--- config.mk ---
export PLATFORM = sky130hd
export DESIGN_NAME = compact_index_decoder_unit
export DESIGN_NICKNAME = d
export VERILOG_FILES = /design/src/rtl/core/cid_pkg.sv /design/src/rtl/core/cid_step.sv /design/src/rtl/core/compact_index_decoder_unit.sv
export SDC_FILE = /design/constraint.sdc
export NUM_CORES = 1
export LEC_CHECK = 0
export BUFFER_PORTS_ARGS = -buffer_cell sky130_fd_sc_hd__buf_2
export CELL_PAD_IN_SITES_DETAIL_PLACEMENT = 1
export CELL_PAD_IN_SITES_GLOBAL_PLACEMENT = 2
export CORE_ASPECT_RATIO = 0.7
export CORE_MARGIN = 2
export CORE_UTILIZATION = 38
export DETAILED_ROUTE_END_ITERATION = 16
export GPL_TIMING_DRIVEN = 0
export PLACE_DENSITY_LB_ADDON = 0.1
export SETUP_SLACK_MARGIN = 0.1
export SLEW_MARGIN = 20
export SYNTH_ARGS = -nofsm -noshare
export SYNTH_HDL_FRONTEND = slang
export SYNTH_SLANG_ARGS = --single-unit
--- constraint.sdc ---
create_clock -name i_clk -period 3.87 [get_ports i_clk]
set_input_delay 0.5805 -clock i_clk [delete_from_list [all_inputs] [get_ports i_clk]]
set_output_delay 0.5805 -clock i_clk [all_outputs]
set_load 0.005 [all_outputs]
--- src/rtl/core/cid_pkg.sv ---
// Package for the compact index decoder: decoder state and result types and
// the field masks of the byte format. Depends on nothing.
package cid_pkg;

    localparam int unsigned ValueWidth = 32;
    localparam int unsigned CountWidth = 3;
    localparam int unsigned PosWidth   = 3;

    localparam logic [7:0] SignFirst = 8'h80;
    localparam logic [7:0] MoreFirst = 8'h40;
    localparam logic [7:0] MoreNext  = 8'h80;
    localparam logic [7:0] Low7Mask  = 8'h7f;
    localparam logic [7:0] Low6Mask  = 8'h3f;

    typedef enum logic [PosWidth-1:0] {
        POS_FIRST  = 3'd0,
        POS_SECOND = 3'd1,
        POS_THIRD  = 3'd2,
        POS_FOURTH = 3'd3,
        POS_FIFTH  = 3'd4
    } t_pos;

    typedef struct packed {
        t_pos                  pos;
        logic [ValueWidth-1:0] mag;
        logic                  neg;
    } t_dec_state;

    typedef struct packed {
        logic                  done;
        logic [ValueWidth-1:0] value;
        logic [CountWidth-1:0] count;
    } t_dec_result;

endpackage

--- src/rtl/core/cid_step.sv ---
// One decoding step: folds a byte into the decoder state and signals a
// finished value. Purely combinational. Depends on cid_pkg.
module cid_step (
    input  cid_pkg::t_dec_state  i_state,
    input  logic [7:0]           i_byte,
    output cid_pkg::t_dec_state  o_next,
    output cid_pkg::t_dec_result o_result
);
    import cid_pkg::*;

    logic [ValueWidth-1:0] s_mag;
    logic                  s_neg;
    logic                  s_done;
    logic [CountWidth-1:0] s_count;
    t_pos                  s_pos;

    always_comb begin
        s_mag   = i_state.mag;
        s_neg   = i_state.neg;
        s_done  = 1'b0;
        s_count = 3'd1;
        s_pos   = POS_FIRST;
        unique case (i_state.pos)
            POS_SECOND: begin
                s_mag   = i_state.mag | {19'd0, i_byte[6:0], 6'd0};
                s_done  = (i_byte & MoreNext) == 8'd0;
                s_count = 3'd2;
                s_pos   = s_done ? POS_FIRST : POS_THIRD;
            end
            POS_THIRD: begin
                s_mag   = i_state.mag | {12'd0, i_byte[6:0], 13'd0};
                s_done  = (i_byte & MoreNext) == 8'd0;
                s_count = 3'd3;
                s_pos   = s_done ? POS_FIRST : POS_FOURTH;
            end
            POS_FOURTH: begin
                s_mag   = i_state.mag | {5'd0, i_byte[6:0], 20'd0};
                s_done  = (i_byte & MoreNext) == 8'd0;
                s_count = 3'd4;
                s_pos   = s_done ? POS_FIRST : POS_FIFTH;
            end
            POS_FIFTH: begin
                s_mag   = i_state.mag | {i_byte[4:0], 27'd0};
                s_done  = 1'b1;
                s_count = 3'd5;
                s_pos   = POS_FIRST;
            end
            default: begin
                s_neg   = (i_byte & SignFirst) != 8'd0;
                s_mag   = {24'd0, i_byte & Low6Mask};
                s_done  = (i_byte & MoreFirst) == 8'd0;
                s_count = 3'd1;
                s_pos   = s_done ? POS_FIRST : POS_SECOND;
            end
        endcase
    end

    assign o_next.pos     = s_pos;
    assign o_next.mag     = s_mag;
    assign o_next.neg     = s_neg;
    assign o_result.done  = s_done;
    assign o_result.count = s_count;
    assign o_result.value = s_neg ? (~s_mag + 32'd1) : s_mag;

endmodule

--- src/rtl/core/compact_index_decoder_unit.sv ---
// The result of a byte that ends a value passes through the input register
// and the result register. Throughput: one byte per cycle unless a finished
// value waits for the result register to be taken; the single decoding step
// between the input register and the result register limits the rate.
// Reset: i_rst_n is synchronous and active low; it empties both registers
// and returns the decoder to expecting the first byte of a value.
// Top level of the compact index decoder. Depends on cid_pkg and cid_step.
module compact_index_decoder_unit (
    input  logic                           i_clk,
    input  logic                           i_rst_n,
    input  logic                           i_in_valid,
    output logic                           o_in_ready,
    input  logic [7:0]                     i_data_byte,
    output logic                           o_out_valid,
    input  logic                           i_out_ready,
    output logic signed [cid_pkg::ValueWidth-1:0] o_value,
    output logic [cid_pkg::CountWidth-1:0] o_byte_count
);
    import cid_pkg::*;

    logic                  r_in_valid;
    logic [7:0]            r_in_byte;
    t_dec_state            r_state;
    t_dec_state            n_state;
    t_dec_result           s_result;
    logic                  r_out_valid;
    logic [ValueWidth-1:0] r_value;
    logic [CountWidth-1:0] r_count;
    logic                  s_advance;
    logic                  s_in_take;

    cid_step u_step (
        .i_state  (r_state),
        .i_byte   (r_in_byte),
        .o_next   (n_state),
        .o_result (s_result)
    );

    assign s_advance  = r_in_valid && (!s_result.done || !r_out_valid || i_out_ready);
    assign o_in_ready = !r_in_valid || s_advance;
    assign s_in_take  = i_in_valid && o_in_ready;

    always_ff @(posedge i_clk) begin
        if (!i_rst_n) begin
            r_in_valid <= 1'b0;
        end else if (s_in_take) begin
            r_in_valid <= 1'b1;
        end else if (s_advance) begin
            r_in_valid <= 1'b0;
        end
    end

    always_ff @(posedge i_clk) begin
        if (s_in_take) begin
            r_in_byte <= i_data_byte;
        end
    end

    always_ff @(posedge i_clk) begin
        if (!i_rst_n) begin
            r_state <= '{pos: POS_FIRST, mag: '0, neg: 1'b0};
        end else if (s_advance) begin
            r_state <= n_state;
        end
    end

    always_ff @(posedge i_clk) begin
        if (!i_rst_n) begin
            r_out_valid <= 1'b0;
        end else if (s_advance && s_result.done) begin
            r_out_valid <= 1'b1;
        end else if (i_out_ready) begin
            r_out_valid <= 1'b0;
        end
    end

    always_ff @(posedge i_clk) begin
        if (s_advance && s_result.done) begin
            r_value <= s_result.value;
            r_count <= s_result.count;
        end
    end

    assign o_out_valid  = r_out_valid;
    assign o_value      = r_value;
    assign o_byte_count = r_count;

endmodule

==> flow_metrics.py <==
metrics = {
    "outcome": {
        "status": "finished, final reports clean",
    },
    "timing": {
        "hold_violations": 0,
        "rsz0062_at_grt": "false",
        "worst_slack_ns": 0.555,
        "period_share_pct": 85.7,
        "setup_tns_ns": 0,
        "relSlewSlack_pct": 45.6,
        "worstMarginPinSlew_ns": 0.793,
        "period_minus_slack_ns": 3.31,
        "setup_viol": 0,
        "slew_viol_final": 0,
        "skew_ns": 0.00623,
        "fmax_mhz": 302,
    },
    "clock_network": {
        "cts_tree": "done",
        "clockBufferDepth": 2,
        "cts_inserted_buffers": 9,
        "ctsHoldBuffers": 0,
        "post_cts_resized": 0,
        "clk_latency_ns": 0.35,
        "htreeDepth": 3,
        "postCtsSetupBuffers": 0,
        "clockRootBuffer": "clkbuf_16",
        "cts_num_sinks": 81,
        "clk_pin_slew_ns": 0.06,
    },
    "global_route": {
        "track_usage_pct": 23.1,
        "globalRouteOverflowTotal": 0,
        "use_met3_pct": 4.91,
        "grt_first_pass_wirelength_mm": 20.8,
        "grtUsageMet1_pct": 31.6,
        "antenna_found_initial": 0,
        "met2_usage_pct": 37.3,
        "grt_pass1_vias": 3668,
        "grt_max_degree": 28,
        "grt_busiest_layer": "met2",
    },
    "run": {
        "cap_violations": 0,
    },
    "final_layout": {
        "diodes": 0,
        "most-common-layout-cells": "58 x nand2_1, 52 x buf_2, 43 x edfxtp_1",
        "area_growth_syn_to_layout_pct": 17.8,
        "nets": 488,
        "final_common_cell": "nand2_1",
        "post_route_cells_drive_above_1_share_pct": 19.4,
    },
    "power_and_ir_drop": {
        "p_clk_share_pct": 41.6,
        "swShare_pct": 25.6,
        "p_comb_share_pct": 13.1,
        "power.density_mw_per_mm2": 433,
        "ir_drop_mv": 0.237,
        "pwr-share-seq_pct": 45.2,
        "internal-power_mw": 1.63,
        "p_sw_mw": 0.560,
        "p_leak_nw": 2.16,
    },
    "floorplan": {
        "die_h_um": 92.9,
        "core_mm2": 0.0110,
        "die_x_um": 131,
        "pin_count": 49,
        "row_count": 32,
        "dieArea_mm2": 0.0122,
        "start_util_pct": 39.0,
    },
    "logic_synthesis": {
        "yosysWarningCount": 0,
        "synth_seq_area_share_pct": 47.8,
        "synthArstFlopShare_pct": 0,
        "synth_cell_type_count": 51,
        "syn_avg_cell_area_um2": 10.3,
        "synth_ff_type": "edfxtp_1",
        "synth_edf_count": 43,
        "syn-cell-area_mm2": 0.00429,
        "synth_nets": 429,
        "postSynthCellCount": 416,
        "synth_seq_cells": 81,
    },
    "drt": {
        "drtIter0Drc": 207,
        "wl_mm": 12.9,
        "first_pass_iters": 4,
        "viasPerCell": 5.47,
        "remaining_drc_errors": 0,
        "wire_per_inst_um": 20.4,
        "postRouteAntennaNets": 0,
        "num_vias": 3461,
    },
    "setup_path": {
        "r2r-end": "o_value[28]$_DFFE_PP_",
        "startpoint_type": "flop",
        "criticalPathCategory": "flop to flop",
        "crit_required_ns": 3.94,
        "end_kind": "flop",
        "ff2ff_setup_slack_ns": 0.56,
        "startpoint": "r_state[35]$_SDFFE_PN0P_",
        "r2r_start": "r_state[35]$_SDFFE_PN0P_",
        "rr_worst_depth": 9,
        "worstPathArrival_ns": 3.39,
        "crit_fanout": 10,
        "crit_end": "o_value[28]$_DFFE_PP_",
    },
    "placement": {
        "place_ws_ns": 0.618,
        "io_buffers": 47,
        "routabilityCongestion": 0.826,
        "hpwlAfterDp_mm": 9.25,
    },
    "worst_hold_path": {
        "hold_class": "input pin to flop",
    },
}
how the worst min path moves through the flow:
| stage | start | cells after the start | end |
|---|---|---|---|
| 2_1_floorplan | r_state[32]$_SDFFE_PN0P_ | 1 | r_state[32]$_SDFFE_PN0P_ |
| 3_3_place_gp | r_state[32]$_SDFFE_PN0P_ | 1 | r_state[32]$_SDFFE_PN0P_ |
| 3_5_place_dp | r_state[32]$_SDFFE_PN0P_ | 1 | r_state[32]$_SDFFE_PN0P_ |
| 4_1_cts | i_data_byte[6] | 1 | r_in_byte[6]$_DFFE_PP_ |
| 5_1_grt | i_data_byte[6] | 1 | r_in_byte[6]$_DFFE_PP_ |
| 6_report | i_data_byte[6] | 1 | r_in_byte[6]$_DFFE_PP_ |
power by group through the flow:
stage / sequential (mW) / clock (mW) / combinational (mW)
6_report: 0.990 / 0.912 / 0.287
2_1_floorplan: 1.00 / 0 / 0.196
5_1_grt: 0.996 / 0.967 / 0.318
4_1_cts: 0.990 / 0.934 / 0.288
3_5_place_dp: 1.01 / 0 / 0.286
3_3_place_gp: 1.01 / 0 / 0.275
worst max-delay path, cell delays in order (launching register included):
cell	delay, ns
dfxtp_1	0.36
inv_1	0.09
buf_2	0.24
xnor2_2	0.57
mux2i_1	0.36
ha_1	0.34
o21ai_1	0.22
nor4b_4	0.45
a41oi_1	0.21
xor2_1	0.19
registers in the layout, summed over array words and instances, names as in the netlist:
| signal | cells |
|---|---|
| r_state | 36 |
| o_value | 32 |
| o_byte_count | 3 |
| o_out_valid | 1 |
| r_in_byte | 8 |
| r_in_valid | 1 |
routing by layer:
layer	up-vias	share of wire, %	wire length, um
li1	1654	-	-
met1	1741	49	6290
met2	55	46	5990
met3	11	3.8	487
met4	0	1.2	155
met5	-	0	0
logic make-up (layout without fill, tap and decap cells):
kind of cell             count (synthesis)  after routing  synth area share (%)
AO/OA/AOI/OAI                          118            118                  22.2
XOR/XNOR                                35             35                  7.31
adder cells (fa/ha/maj)                  1              1                 0.291
buffers and inverters                   38            102                  4.08
flip-flops                              81             81                  47.8
multiplexers                            10             10                  2.33
AND/OR/NAND/NOR                        133            133                  16.0
synth_stat cells (2+ instances only):
master | number | share of area [%]
or4_1 | 2 | 0.35
nand4_1 | 2 | 0.29
a41oi_1 | 6 | 1.2
and3_1 | 3 | 0.44
xnor2_1 | 24 | 4.9
buf_1 | 5 | 0.44
o21a_1 | 4 | 0.70
buf_2 | 5 | 0.58
nand2b_1 | 2 | 0.29
nor4_1 | 2 | 0.29
dfxtp_1 | 38 | 18
nand3_1 | 5 | 0.58
nor2_2 | 2 | 0.29
nor3_1 | 6 | 0.70
nor4b_4 | 2 | 1.1
a22o_1 | 14 | 2.9
a21boi_0 | 2 | 0.35
or2_1 | 2 | 0.29
and2_1 | 3 | 0.44
o21ai_1 | 2 | 0.23
nor2_1 | 27 | 2.4
nand4_4 | 2 | 0.99
inv_1 | 6 | 0.52
or3_1 | 2 | 0.29
a22oi_1 | 5 | 0.87
clkbuf_1 | 18 | 1.6
o211a_1 | 27 | 6.3
nand2_1 | 58 | 5.1
nor2b_1 | 7 | 1.0
o211ai_1 | 3 | 0.52
nor3b_1 | 3 | 0.52
o21ai_0 | 7 | 0.82
edfxtp_1 | 43 | 30
a31oi_1 | 10 | 1.5
a22oi_2 | 10 | 2.9
o31ai_1 | 2 | 0.35
a21o_1 | 2 | 0.35
xor2_1 | 10 | 2.0
o22ai_1 | 7 | 1.0
a21oi_1 | 14 | 1.6
buf_6 | 3 | 0.79
mux2i_1 | 10 | 2.3
per-stage QoR:
step	util [%]	total power [mW]	instance area (um^2)	instances	hold WS (ns)
3_3_place_gp	42.9	1.28	4720	616	0.479
3_5_place_dp	43.1	1.29	4750	617	0.497
2_1_floorplan	-	1.20	4290	416	0.473
4_1_cts	45.9	2.21	5060	633	0.393
6_report	45.9	2.19	5060	633	0.401
5_1_grt	45.9	2.28	5060	633	0.388
area by class of cell:
| cell class | count | area, um^2 |
|---|---|---|
| clock buffers | 9 | 225 |
| flip-flops and latches | 81 | 2050 |
| clock inverters | 7 | 85.1 |
| repair buffers | 48 | 255 |
| multi-input cells | 297 | 2070 |
| fillers | 1233 | 5950 |
| plain buffers | 32 | 153 |
| well taps | 153 | 191 |
| inverters | 6 | 22.5 |
Power figures use the tool's default switching activity.
